### config.mk
export PLATFORM = sky130hd
export DESIGN_NAME = mmts_ctrl
export DESIGN_NICKNAME = d
export VERILOG_FILES = /design/src/hw/rtl/mmts_pkg.sv /design/src/hw/rtl/mmts_ctrl.sv
export SDC_FILE = /design/constraint.sdc
export NUM_CORES = 1
export LEC_CHECK = 0
export ABC_AREA = 1
export BUFFER_PORTS_ARGS = -buffer_cell sky130_fd_sc_hd__buf_2
export CORE_AREA = 8 8 45 47
export DETAILED_ROUTE_END_ITERATION = 8
export DIE_AREA = 0 0 53 55
export PLACE_DENSITY = 0.73
export SLEW_MARGIN = 25
export SYNTH_ARGS = -nofsm -noshare
export SYNTH_HDL_FRONTEND = slang
export SYNTH_SLANG_ARGS = --single-unit
### constraint.sdc
create_clock -name clk_i -period 2 [get_ports clk_i]
set_clock_uncertainty 0.2 [all_clocks]
set_input_delay 0 -clock clk_i [delete_from_list [all_inputs] [get_ports clk_i]]
set_output_delay 0 -clock clk_i [all_outputs]
set_load 0.005 [all_outputs]
### src/hw/rtl/mmts_pkg.sv
package mmts_pkg;

  // Default table depth and fixed field widths.
  localparam int DEPTH_DEF   = 1024;
  localparam int CNT_W       = 11;
  localparam int IDX_W       = 10;
  localparam int POS_W       = 10;
  localparam int VAL_W       = 32;
  localparam int MODE_W      = 3;
  localparam int CFG_IDX_W   = 4;
  localparam int IN_DATA_W   = 48;
  localparam int OUT_DATA_W  = 16;

  // Configuration register reset values.
  localparam logic [CNT_W-1:0] CNT_RST  = 11'd1024;
  localparam logic [CNT_W-1:0] STEP_RST = 11'd2;

  // Configuration register indexes.
  localparam logic [CFG_IDX_W-1:0] CFG_ENTRY_COUNT = 4'd0;
  localparam logic [CFG_IDX_W-1:0] CFG_JUMP_STEP   = 4'd1;

  typedef enum logic [MODE_W-1:0] {
    MODE_WRITE   = 3'd0,
    MODE_LINEAR  = 3'd1,
    MODE_ORDERED = 3'd2,
    MODE_JUMP    = 3'd3,
    MODE_BINARY  = 3'd4
  } mode_e;

  typedef enum logic [2:0] {
    ST_IDLE,
    ST_LIN_SCAN,
    ST_ORD_LAST,
    ST_ORD_SCAN,
    ST_JMP_LAST,
    ST_BIN_PROBE,
    ST_DONE
  } state_e;

  // Address register updates performed by the datapath.
  typedef enum logic [3:0] {
    OP_NONE,
    OP_LIN_START,
    OP_ORD_START,
    OP_JMP_START,
    OP_BIN_START,
    OP_SCAN_NEXT,
    OP_SCAN_BLOCK,
    OP_JMP_NEXT,
    OP_BIN_LOWER,
    OP_BIN_UPPER
  } dp_op_e;

  typedef enum logic [1:0] {
    RES_NONE,
    RES_HIT,
    RES_MISS
  } res_op_e;

  typedef struct packed {
    logic    capture;
    logic    mem_write;
    dp_op_e  op;
    res_op_e res;
    logic    load_out;
  } dp_cmd_t;

  typedef struct packed {
    logic key_eq;
    logic key_lt;
    logic key_gt;
    logic scan_end;
    logic jmp_over;
    logic bin_lo_end;
    logic bin_hi_end;
    logic n_zero;
    logic out_busy;
  } dp_stat_t;

endpackage

### src/hw/rtl/mmts_ctrl.sv
module mmts_ctrl (
  input  logic                      clk_i,
  input  logic                      rst_ni,
  input  logic                      in_valid_i,
  input  logic [mmts_pkg::MODE_W-1:0] in_mode_i,
  output logic                      in_ready_o,
  input  mmts_pkg::dp_stat_t        stat_i,
  output mmts_pkg::dp_cmd_t         cmd_o
);
  import mmts_pkg::*;

  state_e state_q, state_d;

  // State register.
  always_ff @(posedge clk_i or negedge rst_ni) begin
    if (!rst_ni) begin
      state_q <= ST_IDLE;
    end else begin
      state_q <= state_d;
    end
  end

  // Next state and datapath commands.
  always_comb begin
    state_d        = state_q;
    in_ready_o     = 1'b0;
    cmd_o.capture  = 1'b0;
    cmd_o.mem_write = 1'b0;
    cmd_o.op       = OP_NONE;
    cmd_o.res      = RES_NONE;
    cmd_o.load_out = 1'b0;
    unique case (state_q)
      ST_IDLE: begin
        in_ready_o = 1'b1;
        if (in_valid_i) begin
          cmd_o.capture = 1'b1;
          cmd_o.res     = RES_MISS;
          state_d       = ST_DONE;
          unique case (mode_e'(in_mode_i))
            MODE_WRITE: begin
              cmd_o.mem_write = 1'b1;
            end
            MODE_LINEAR: begin
              if (!stat_i.n_zero) begin
                cmd_o.op  = OP_LIN_START;
                cmd_o.res = RES_NONE;
                state_d   = ST_LIN_SCAN;
              end
            end
            MODE_ORDERED: begin
              if (!stat_i.n_zero) begin
                cmd_o.op  = OP_ORD_START;
                cmd_o.res = RES_NONE;
                state_d   = ST_ORD_LAST;
              end
            end
            MODE_JUMP: begin
              if (!stat_i.n_zero) begin
                cmd_o.op  = OP_JMP_START;
                cmd_o.res = RES_NONE;
                state_d   = ST_JMP_LAST;
              end
            end
            MODE_BINARY: begin
              if (!stat_i.n_zero) begin
                cmd_o.op  = OP_BIN_START;
                cmd_o.res = RES_NONE;
                state_d   = ST_BIN_PROBE;
              end
            end
            default: begin
              // Unused modes only report a miss.
            end
          endcase
        end
      end
      ST_LIN_SCAN: begin
        if (stat_i.key_eq) begin
          cmd_o.res = RES_HIT;
          state_d   = ST_DONE;
        end else if (stat_i.scan_end) begin
          cmd_o.res = RES_MISS;
          state_d   = ST_DONE;
        end else begin
          cmd_o.op = OP_SCAN_NEXT;
        end
      end
      ST_ORD_LAST: begin
        // A key above the last entry misses without a scan.
        if (stat_i.key_gt) begin
          cmd_o.res = RES_MISS;
          state_d   = ST_DONE;
        end else begin
          cmd_o.op = OP_LIN_START;
          state_d  = ST_ORD_SCAN;
        end
      end
      ST_ORD_SCAN: begin
        if (stat_i.key_eq) begin
          cmd_o.res = RES_HIT;
          state_d   = ST_DONE;
        end else if (stat_i.key_lt || stat_i.scan_end) begin
          cmd_o.res = RES_MISS;
          state_d   = ST_DONE;
        end else begin
          cmd_o.op = OP_SCAN_NEXT;
        end
      end
      ST_JMP_LAST: begin
        if (!stat_i.key_gt) begin
          cmd_o.op = OP_SCAN_BLOCK;
          state_d  = ST_LIN_SCAN;
        end else if (stat_i.jmp_over) begin
          cmd_o.res = RES_MISS;
          state_d   = ST_DONE;
        end else begin
          cmd_o.op = OP_JMP_NEXT;
        end
      end
      ST_BIN_PROBE: begin
        if (stat_i.key_eq) begin
          cmd_o.res = RES_HIT;
          state_d   = ST_DONE;
        end else if (stat_i.key_lt) begin
          if (stat_i.bin_lo_end) begin
            cmd_o.res = RES_MISS;
            state_d   = ST_DONE;
          end else begin
            cmd_o.op = OP_BIN_LOWER;
          end
        end else begin
          if (stat_i.bin_hi_end) begin
            cmd_o.res = RES_MISS;
            state_d   = ST_DONE;
          end else begin
            cmd_o.op = OP_BIN_UPPER;
          end
        end
      end
      ST_DONE: begin
        if (!stat_i.out_busy) begin
          cmd_o.load_out = 1'b1;
          state_d        = ST_IDLE;
        end
      end
      default: begin
        state_d = ST_IDLE;
      end
    endcase
  end

endmodule

* Word-level counts from Yosys, hierarchy flattened
Cells that the tools add are included.
** Word-level totals
- Flip-flop bits (word level) :: 3
- Output and inout bits :: 10
- Logic and storage cells :: 74
** Cells by class
- Equality and inequality tests :: 17
- Multiplexer cells :: 52
- Reductions and logical operators :: 4
** Operators with widths (number)
- 3-bit 2-to-1 mux :: 20
- 6-bit one-hot mux with 6 select lines :: 1
- 4-bit 2-to-1 mux :: 7
- 2-bit 2-to-1 mux :: 13
- 3-bit one-hot mux with 7 select lines :: 1
- 5-bit one-hot mux with 4 select lines :: 1
- 3-bit by 2-bit equality test with 1-bit output (second input constant) :: 4
- 3-bit equality test (second input constant) :: 4
- 3-bit one-hot mux with 4 select lines :: 1
- 3-bit inequality test (second input constant) :: 3
- 8-bit 2-to-1 mux :: 1
- 4-bit inequality test (second input constant) :: 2
- 7-bit AND reduction :: 1
- 3-bit by 1-bit equality test with 1-bit output (second input constant) :: 2
- 3-bit logical NOT :: 2
- 6-bit 2-to-1 mux :: 1
- 1-bit 2-to-1 mux :: 5
- 5-bit 2-to-1 mux :: 1
- 2-bit inequality test (second input constant) :: 2
- 1-bit logical OR :: 1

* Depth between registers and ports, before layout
Gate-level depths: netlist (run 1).
- Depth in word-level cells :: 4
- Mapped depth :: 10

* Worst setup path after synthesis (run 1)
No wires, ideal clock.
- Kind :: register -> register
- Start :: register state_q[1]
- End :: register state_q[1]
- Arrival :: 1.127 ns
- Data required time :: 1.735 ns
- Path slack :: 0.608 ns
- Stages on the path, launching flop included :: 10
- Buffers on the path :: 0
- Clock period less this slack :: 1.392 ns
- Path through :: dfrtp_1 > nand2_1 > inv_1 > nand3_1 > nand2_1 > nor2_1 > nand2_2 > nor2_4 > nand2_1 > nand2_1
** On the way
- Cells in the longest elaborated chain, start to end :: 3
- Elaborated cells between the ends (all ways) :: 16
** Ends and longest elaborated chain
- start, declared :: line mmts_ctrl.sv:12 : state_e state_q, state_d;
- start signal, assigned :: line mmts_ctrl.sv:19 : state_q <= state_d;
- 3-bit equality test, or another cell as far along :: line mmts_ctrl.sv:32 : unique case (state_q)
- 4-bit inequality test (no line), or another cell as far along
- 7-bit AND reduction (no line)
Parallel ways exist; a longest one is shown, timed or not.
A chain may end at the register's enable or synchronous reset.

==> results.yml, run 1 <==
run_status:
  status: "completed"
worst_setup_path:
  regToRegSetupSlack_ns: 0.43
  setup.worst_path.class: "reg2out"
  critPathMaxFanout: 9
  crit_arrival_ns: 1.57
  start_kind: "flip-flop"
  reg2reg_depth: 9
  r2r_start: "state_q[0]$_DFFE_PN0P_"
  cp.required_ns: 1.80
  endpoint_kind: "output pin"
  r2r_end: "state_q[1]$_DFFE_PN0P_"
layout:
  multi_input_area_sq_um: 417
  largest_register_ffs: 3
  final_cells: 153
  regArea_sq_um: 75.1
  layout-drive-gt1-share: 0.263
  nets: 153
  fillers: 157
  n_antenna_cell: 0
  top_register: "state_q"
  area_growth_pct: 30.5
  reg_top3: "state_q: 3 flops"
logic_synthesis:
  ys_types: 20
  synth_top_family_by_area: "simple AND/OR/NAND/NOR gates"
  synthAdderAreaFrac: 0
  synth_top_area_share: 0.246
  ys_warn_count: 0
  synth.top_cells.by_area: "nand2_1 (25%), dfrtp_1 (13%), nor2_1 (11%)"
  yosysTopAreaCell: "nand2_1"
  synth-xor-area-share: 0
  synth_mux_area_frac: 0
  synth_seq_cells: 3
  syn_nets: 123
  synth-simple-area-share: 0.619
  synth_compound_area_frac: 0.117
  syn_area_per_cell_sq_um: 5.24
  syn_area_sq_um: 566
  synth_cells: 108
  ys_seq_area_frac: 0.133
placed_design:
  dpl.cell_count: 147
  port_buffers: 24
  hpwl_mm: 1.33
  routabilityCongestion: 0.826
detailed_routing:
  drtIter0Drc: 16
  ant_nets: 0
  vias_per_cell: 4.92
  drt_wl_total_mm: 1.57
  firstDrtPassIters: 4
  wl_per_cell_um: 10.3
  num_vias: 753
  drc: 0
power:
  combPwrFrac: 0.672
  p_leak_uw: 0.000446
  ir_worst_vdd_mv: 0.498
  seqPwrFrac: 0.189
  p_sw_uw: 394
  power.density_mw_per_mm2: 1020
  p_int_uw: 359
  switching_share: 0.523
  p_clk_frac: 0.139
  finalPower_uw: 752
sta:
  slew_violations: 0
  slew_headroom: 0.775
  rsz0062_at_grt: "no"
  setup_viol: 0
  hold_viol_final: 0
  hold_slack_ns: 0.0256
  period_needed_ns: 1.77
  min_period_over_period: 0.887
  fin_setup_tns_ns: 0
  fmax_mhz: 564
  worst_pin_slew_ns: 0.335
grt:
  antenna_found_initial: 0
  gr-total-overflow: 0
  grt_pass1_vias: 697
  grt_max_degree: 10
  grt_usage: 0.113
  grt_pass1_wl_mm: 2.64
min_path:
  hp-class: "in2reg"
  hold_depth: 6
  hold_start: "stat_i[1]"
  min_to: "state_q[0]$_DFFE_PN0P_"
floorplan:
  dieArea_sq_mm: 0.00292
  rows: 14
  die_w_um: 53
  io_pins: 25
  initial_core_util: 0.409
  core_region_area_sq_mm: 0.00138
  die_h_um: 55
cts:
  clockRootBuffer: "clkbuf_4"
  cts_buffers: 3
  cts_resized: 0
  cts_max_level: 1
  clk_path_buf_depth: 2
  tritoncts: "built"
  numClockSinks: 3
  worstSkewPairLatency_ns: 0.23
  path_clk_slew_ns: 0.04
job:
  maxCapViolCount: 0
==> how the worst max path moves through the flow <==
stage	start	to	slack, ns	cells after the start
6_report	state_q[0]$_DFFE_PN0P_	cmd_o[4]	0.23	6
5_1_grt	state_q[0]$_DFFE_PN0P_	cmd_o[4]	0.09	6
4_1_cts	state_q[0]$_DFFE_PN0P_	cmd_o[4]	0.21	6
3_5_place_dp	state_q[0]$_DFFE_PN0P_	state_q[1]$_DFFE_PN0P_	0.45	9
3_3_place_gp	state_q[0]$_DFFE_PN0P_	state_q[1]$_DFFE_PN0P_	0.49	9
2_1_floorplan	state_q[1]$_DFFE_PN0P_	state_q[1]$_DFFE_PN0P_	0.61	9
==> final cells by class <==
type,instances,share of cell area
inverter,16,0.0814
timing repair buffer,26,0.190
tap,16,0.0271
multi-input combinational,88,0.564
clock buffer,4,0.0356
sequential,3,0.102
==> metrics by stage <==
stage                     instance area [sq um]   util  worst slack [ns]
after global routing                        738  0.533            0.0913
after global placement                      692  0.500             0.488
after CTS                                   738  0.533             0.214
after detailed placement                    692  0.500             0.454
final                                       738  0.533             0.227
after floorplan                             566      -             0.608
==> placed cells by master, fill, tap and decap left out, drive strengths merged <==
cell / instances
a31oi: 2
o2111ai: 1
nand4: 4
inv: 16
nor2: 21
nor3: 3
dlygate4sd3: 2
o21ai: 2
clkbuf: 4
dfrtp: 3
o31ai: 1
nand3: 11
buf: 24
o211ai: 1
and3: 1
a21oi: 3
nand2: 38
==> logic make-up after synthesis <==
group	count (synthesis)
flops	3
simple gates	78
buf+inv	17
compound gates	10
==> synth_stat cells (all sizes together) <==
library cell and n:
o211ai 1, inv 16, nand3 11, a21oi 3
o2111ai 1, clkbuf 1, nor3 3, and3 1
a31oi 2, o21ai 2, nand4 4, nand2 38
nor2 21, o31ai 1, dfrtp 3
==> power groups by stage <==
stage                     Sequential (uW)  Combinational, uW  Clock (uW)
after floorplan                       121                384           0
after global placement                141                501           0
after detailed placement              142                506           0
after CTS                             141                511         107
after global routing                  150                580         115
final                                 142                505         105
==> critical path, stage by stage, from the launching register on <==
cell	delay, ns
dfrtp_1	0.47
nor2_2	0.19
nand2_1	0.14
nor2_4	0.15
nand2_1	0.09
o31ai_2	0.16
buf_2	0.14
==> what timing repair did <==
action,4_1_cts,5_1_grt
hold buffers,2,0
setup buffers,0,0
endpoints found under the hold margin,3,0
==> routing by layer <==
metal	vias up	track usage	wire length [um]
met5	-	0	0
met4	0	0.0259	0
met3	0	0.0267	119
met2	28	0.201	733
met1	314	0.132	717
li1	411	-	-
Power figures use the tool's default switching activity.
==> run 2, diff against run 1 <==
Settings changed: BUFFER_PORTS_ARGS -buffer_cell sky130_fd_sc_hd__buf_2 to default, DONT_BUFFER_PORTS from default to 1, PLACE_DENSITY 0.73 to default.
==> run 2 against run 1 <==
The flow now finishes with violations (negative hold slack); critical path depth grew 2; core utilization shrank 0.54 points; maximum frequency shrank 7.5%; hold slack lost 0.028 ns; largest cell class unchanged; sequential power grew 3%; final cell count shrank 8.5%; critical endpoint is now state_q[0]$_DFFE_PN0P_; non-clock buffer count shrank 13; first-iteration DRC count grew 19%.
==> results.yml, run 2 (synthesis results as in run 1) <==
run_status:
  status: "complete, but fails checks"
  violations: "negative hold slack"
layout:
  top_register: "state_q"
  final_common_cell: "nand2_1"
  largest_register_ffs: 3
  final_cell_mix: "nand2_1 (37), nor2_1 (17), inv_1 (13), dlygate4sd3_1 (13), nand3_1 (11)"
  final_cells: 140
  reg_top3: "state_q: 3 flops"
  area_growth_pct: 29.2
  fin_area_sq_um: 731
  nets: 140
  fillers: 154
  layout-drive-gt1-share: 0.121
  n_antenna_cell: 0
cts:
  clk_path_buf_depth: 2
  clockRootBuffer: "clkbuf_4"
  cts_max_level: 1
  path_clk_slew_ns: 0.04
  tritoncts: "built"
  worstSkewPairLatency_ns: 0.23
  cts_buffers: 3
  numClockSinks: 3
worst_setup_path:
  regToRegSetupSlack_ns: 0.08
  endpoint: "state_q[0]$_DFFE_PN0P_"
  r2r_start: "state_q[1]$_DFFE_PN0P_"
  start_kind: "flip-flop"
  path_cells: "nor2_2, nand2_1, inv_2, nand2_1, nand3_1, dlygate4sd3_1, nand2_1, nand2_1"
  crit_path_top_delay_cell: "dlygate4sd3_1"
  cp.required_ns: 1.96
  reg2reg_depth: 8
  crit_path_start: "state_q[1]$_DFFE_PN0P_"
  setup.worst_path.class: "reg2reg"
  r2r_end: "state_q[0]$_DFFE_PN0P_"
  crit_path_frequent_cell: "nand2_1"
  crit_arrival_ns: 1.88
  critPathMaxFanout: 7
  endpoint_kind: "flip-flop"
  slowest_delay_ns: 0.56
placed_design:
  hpwl_mm: 1.29
  pre_cts_ws_ns: 0.425
  dpl_cell_area_sq_um: 572
  dpl.cell_count: 123
  routabilityCongestion: 0.855
  port_buffers: 0
grt:
  grt_pass1_wl_mm: 2.49
  grt_pass1_vias: 619
  gr-total-overflow: 0
  grt_max_degree: 10
  antenna_found_initial: 0
  grt_usage: 0.110
sta:
  slew_headroom: 0.823
  min_period_over_period: 0.959
  rsz0062_at_grt: "no"
  hold_viol_final: 1
  period_needed_ns: 1.92
  setup_viol: 0
  fin_setup_tns_ns: 0
  fmax_mhz: 522
  hold_slack_ns: -0.00271
  slew_violations: 0
  worst_pin_slew_ns: 0.264
  fin_ws_ns: 0.0828
detailed_routing:
  drt_wl_total_mm: 1.60
  drc: 0
  ant_nets: 0
  drtIter0Drc: 19
  vias_per_cell: 5.03
  num_vias: 704
  firstDrtPassIters: 4
  wl_per_cell_um: 11.4
floorplan:
  dieArea_sq_mm: 0.00292
  initial_core_util: 0.409
  core_region_area_sq_mm: 0.00138
  die_h_um: 55
  rows: 14
  die_w_um: 53
  io_pins: 25
power:
  ir_worst_vdd_mv: 0.477
  finalPower_uw: 723
  p_leak_uw: 0.000383
  power.density_mw_per_mm2: 989
min_path:
  hp-class: "in2reg"
job:
  maxCapViolCount: 0
-- run 2: cell types whose count changed in the layout (fill, tap and decap cells not counted) --
cell / change
dlygate4sd3_1: +11
dfrtp_1: -2
inv_1: -1
inv_2: +1
dfrtp_2: +2
buf_2: -24
-- run 2: final cells by class --
type	count	area [sq um]	share of cell area
clock buffer	4	26.3	0.0360
inverter	16	60.1	0.0822
multi-input combinational	88	417	0.570
sequential	3	77.6	0.106
tap	16	20.0	0.0274
timing repair buffer	13	130	0.178
-- run 2: how the worst min path moves through the flow --
stage                             from                      to  slack (ns)  cells past startpoint
after floorplan                 rst_ni  state_q[0]$_DFFE_PN0P_       -0.50                      0
after global placement          rst_ni  state_q[2]$_DFFE_PN0P_       -0.50                      0
after detailed placement        rst_ni  state_q[2]$_DFFE_PN0P_       -0.50                      0
after CTS                 in_mode_i[2]  state_q[1]$_DFFE_PN0P_       0.001                      8
after global routing         stat_i[1]                cmd_o[4]        0.02                      3
final                     in_mode_i[2]  state_q[1]$_DFFE_PN0P_      -0.003                      8
-- run 2: report_power, final --
group | internal, uW | switching (uW) | leakage, uW
clock | 74.8 | 31.6 | 0.0000150
combinational | 170 | 300 | 0.000333
sequential | 93.7 | 52.5 | 0.0000351
total | 339 | 384 | 0.000383
-- run 2: routing by layer --
layer / global-route usage / share of wire / vias to the layer above
li1: - / - / 383
met1: 0.129 / 0.43 / 298
met2: 0.188 / 0.49 / 23
met3: 0.0481 / 0.084 / 0
met4: 0.0129 / 0 / 0
met5: 0 / 0 / -
-- run 2: per-stage QoR --
step,hold slack (ns),util
floorplan,-0.496,-
global placement,-0.496,0.413
detailed placement,-0.496,0.413
CTS,0.00109,0.526
global route,0.0219,0.528
finish,-0.00271,0.528
-- run 2: what timing repair did --
action / CTS / global route
endpoints found under the setup margin: 0 / 1
endpoints found under the hold margin: 12 / 0
resized for setup: 0 / 3
hold buffers: 13 / 0
setup buffers: 0 / 0
-- run 2: critical path, delay by kind of cell, from the launching register on --
family | cells | cell delay [ns]
simple gates | 6 | 0.55
flops | 1 | 0.45
buf+inv | 2 | 0.67
==> run 3, diff against run 2 <==
Settings changed: PLACE_DENSITY_LB_ADDON from default to 0.2, RECOVER_POWER from default to 25.
==> run 3 against run 2 <==
Critical path type unchanged; die area unchanged; routed wire length grew 4.5%; global-route usage is 0.67 points higher; combinational power increased by 7.7%; largest cell class unchanged; the flow still finishes with violations (negative hold slack); critical endpoint unchanged; power is 7.1% higher; hold slack lost 0.0013 ns; first-iteration DRC count is 26% higher; largest power group unchanged; core utilization up 1.5 points; setup slack lost 0.0093 ns.
==> results.yml, run 3 (synthesis results as in run 1) <==
run_status:
  status: "complete, but fails checks"
  violations: "negative hold slack"
cts:
  cts_buffers: 3
  tritoncts: "built"
  clk_path_buf_depth: 2
  clockRootBuffer: "clkbuf_4"
  path_clk_slew_ns: 0.04
  numClockSinks: 3
  worstSkewPairLatency_ns: 0.23
  cts_max_level: 1
detailed_routing:
  route.met3.wl_um: 149
  num_vias: 722
  met1_length_um: 668
  met2_length_um: 819
  wl_per_cell_um: 11.9
  vias_per_cell: 5.12
  drt_wl_total_mm: 1.67
  firstDrtPassIters: 4
  top_layer_used: "met4"
  drc: 0
  ant_nets: 0
  drtIter0Drc: 24
power:
  ir_worst_vdd_mv: 0.478
  power.density_mw_per_mm2: 1030
  finalPower_uw: 774
  p_leak_uw: 0.000389
floorplan:
  rows: 14
  die_h_um: 55
  core_region_area_sq_mm: 0.00138
  die_w_um: 53
  initial_core_util: 0.409
  dieArea_sq_mm: 0.00292
  io_pins: 25
layout:
  reg_top3: "state_q: 3 flops"
  final_util: 0.543
  n_antenna_cell: 0
  fillers: 147
  top_register: "state_q"
  final_common_cell: "nand2_1"
  nets: 141
  final_cell_mix: "nand2_1 (36), nor2_1 (17), inv_1 (13), dlygate4sd3_1 (13), nand3_1 (11)"
  layout-drive-gt1-share: 0.136
  area_growth_pct: 33.0
  largest_register_ffs: 3
sta:
  slew_headroom: 0.818
  hold_slack_ns: -0.00399
  worst_pin_slew_ns: 0.271
  fin_setup_tns_ns: 0
  min_period_over_period: 0.963
  fin_ws_ns: 0.0735
  fmax_mhz: 519
  period_needed_ns: 1.93
  slew_violations: 0
  hold_viol_final: 2
  setup_viol: 0
worst_setup_path:
  setup.worst_path.class: "reg2reg"
  crit_arrival_ns: 1.89
  path_cells: "inv_2, nand2_1, nor2_1, nand2_1, nand3_1, dlygate4sd3_1, nand2_1, nand2_1"
  cp_num_buf_inv: 2
  crit_path_top_delay_cell: "dlygate4sd3_1"
  start_kind: "flip-flop"
  crit_path_frequent_cell: "nand2_1"
  slowest_delay_ns: 0.58
  regToRegSetupSlack_ns: 0.07
  critPathMaxFanout: 5
  crit_family: "buffers and inverters"
  cp.required_ns: 1.97
  endpoint_kind: "flip-flop"
job:
  maxCapViolCount: 0
placed_design:
  hpwl_mm: 1.29
  routabilityCongestion: 0.843
  pre_cts_ws_ns: 0.422
  port_buffers: 0
grt:
  grt_usage: 0.117
  antenna_found_initial: 0
  gr-total-overflow: 0
  grt_max_degree: 10
  grt_pass1_wl_mm: 2.70
  grt_pass1_vias: 668
min_path:
  hp-class: "in2reg"
run 3: cell count changes in the layout (fill, tap and decap cells not counted), sizes merged:
cell / delta
buf: +1
run 3: layer usage:
metal / vias up / track usage
li1: 380 / -
met1: 316 / 0.129
met2: 22 / 0.199
met3: 4 / 0.0481
met4: 0 / 0.0388
met5: - / 0
run 3: worst paths after layout:
| path | from | end | depth (start not counted) |
|---|---|---|---|
| worst max-delay path | state_q[2]$_DFFE_PN0P_ | state_q[0]$_DFFE_PN0P_ | 8 |
| worst min-delay path | in_mode_i[2] | state_q[1]$_DFFE_PN0P_ | 8 |
| worst max register to register | state_q[2]$_DFFE_PN0P_ | state_q[0]$_DFFE_PN0P_ | 8 |
| worst min register to register | state_q[2]$_DFFE_PN0P_ | state_q[2]$_DFFE_PN0P_ | 2 |
| max in group asynchronous | rst_ni | state_q[1]$_DFFE_PN0P_ | 2 |
| min in group asynchronous | rst_ni | state_q[0]$_DFFE_PN0P_ | 2 |
run 3: layout make-up:
| cell class | instances | area, sq um | area share |
|---|---|---|---|
| Multi-Input combinational cell | 88 | 430 | 0.572 |
| Timing Repair Buffer | 14 | 138 | 0.183 |
| Sequential cell | 3 | 77.6 | 0.103 |
| Inverter | 16 | 60.1 | 0.0799 |
| Clock buffer | 4 | 26.3 | 0.0349 |
| Tap cell | 16 | 20.0 | 0.0266 |
run 3: repair_timing:
action	in CTS	in global routing
buffers inserted	0	1
hold buffers	13	0
endpoints found under the setup margin	0	1
endpoints found under the hold margin	12	0
resized for setup	0	6
run 3: tightest hold or removal path, stage by stage:
cell and delay, ns:
nand3_1 0.06, nand2_1 0.06, nor2_1 0.04, nand2_1 0.05, nand2_1 0.04, nand2_1 0.06
nand2_1 0.05, nand2_1 0.05
run 3: through the flow:
| step | instance area [sq um] | instances |
|---|---|---|
| after CTS | 728 | 140 |
| after detailed placement | 572 | 123 |
| final | 752 | 141 |
| after global routing | 752 | 141 |
| after global placement | 572 | 123 |
| after floorplan | 566 | 108 |
run 3: where the power goes:
| part | internal (uW) | switching [uW] | leakage (uW) |
|---|---|---|---|
| Combinational | 194 | 312 | 0.000339 |
| Sequential | 93.6 | 65.8 | 0.0000351 |
| Clock | 74.9 | 33.9 | 0.0000150 |
| Total | 362 | 412 | 0.000389 |
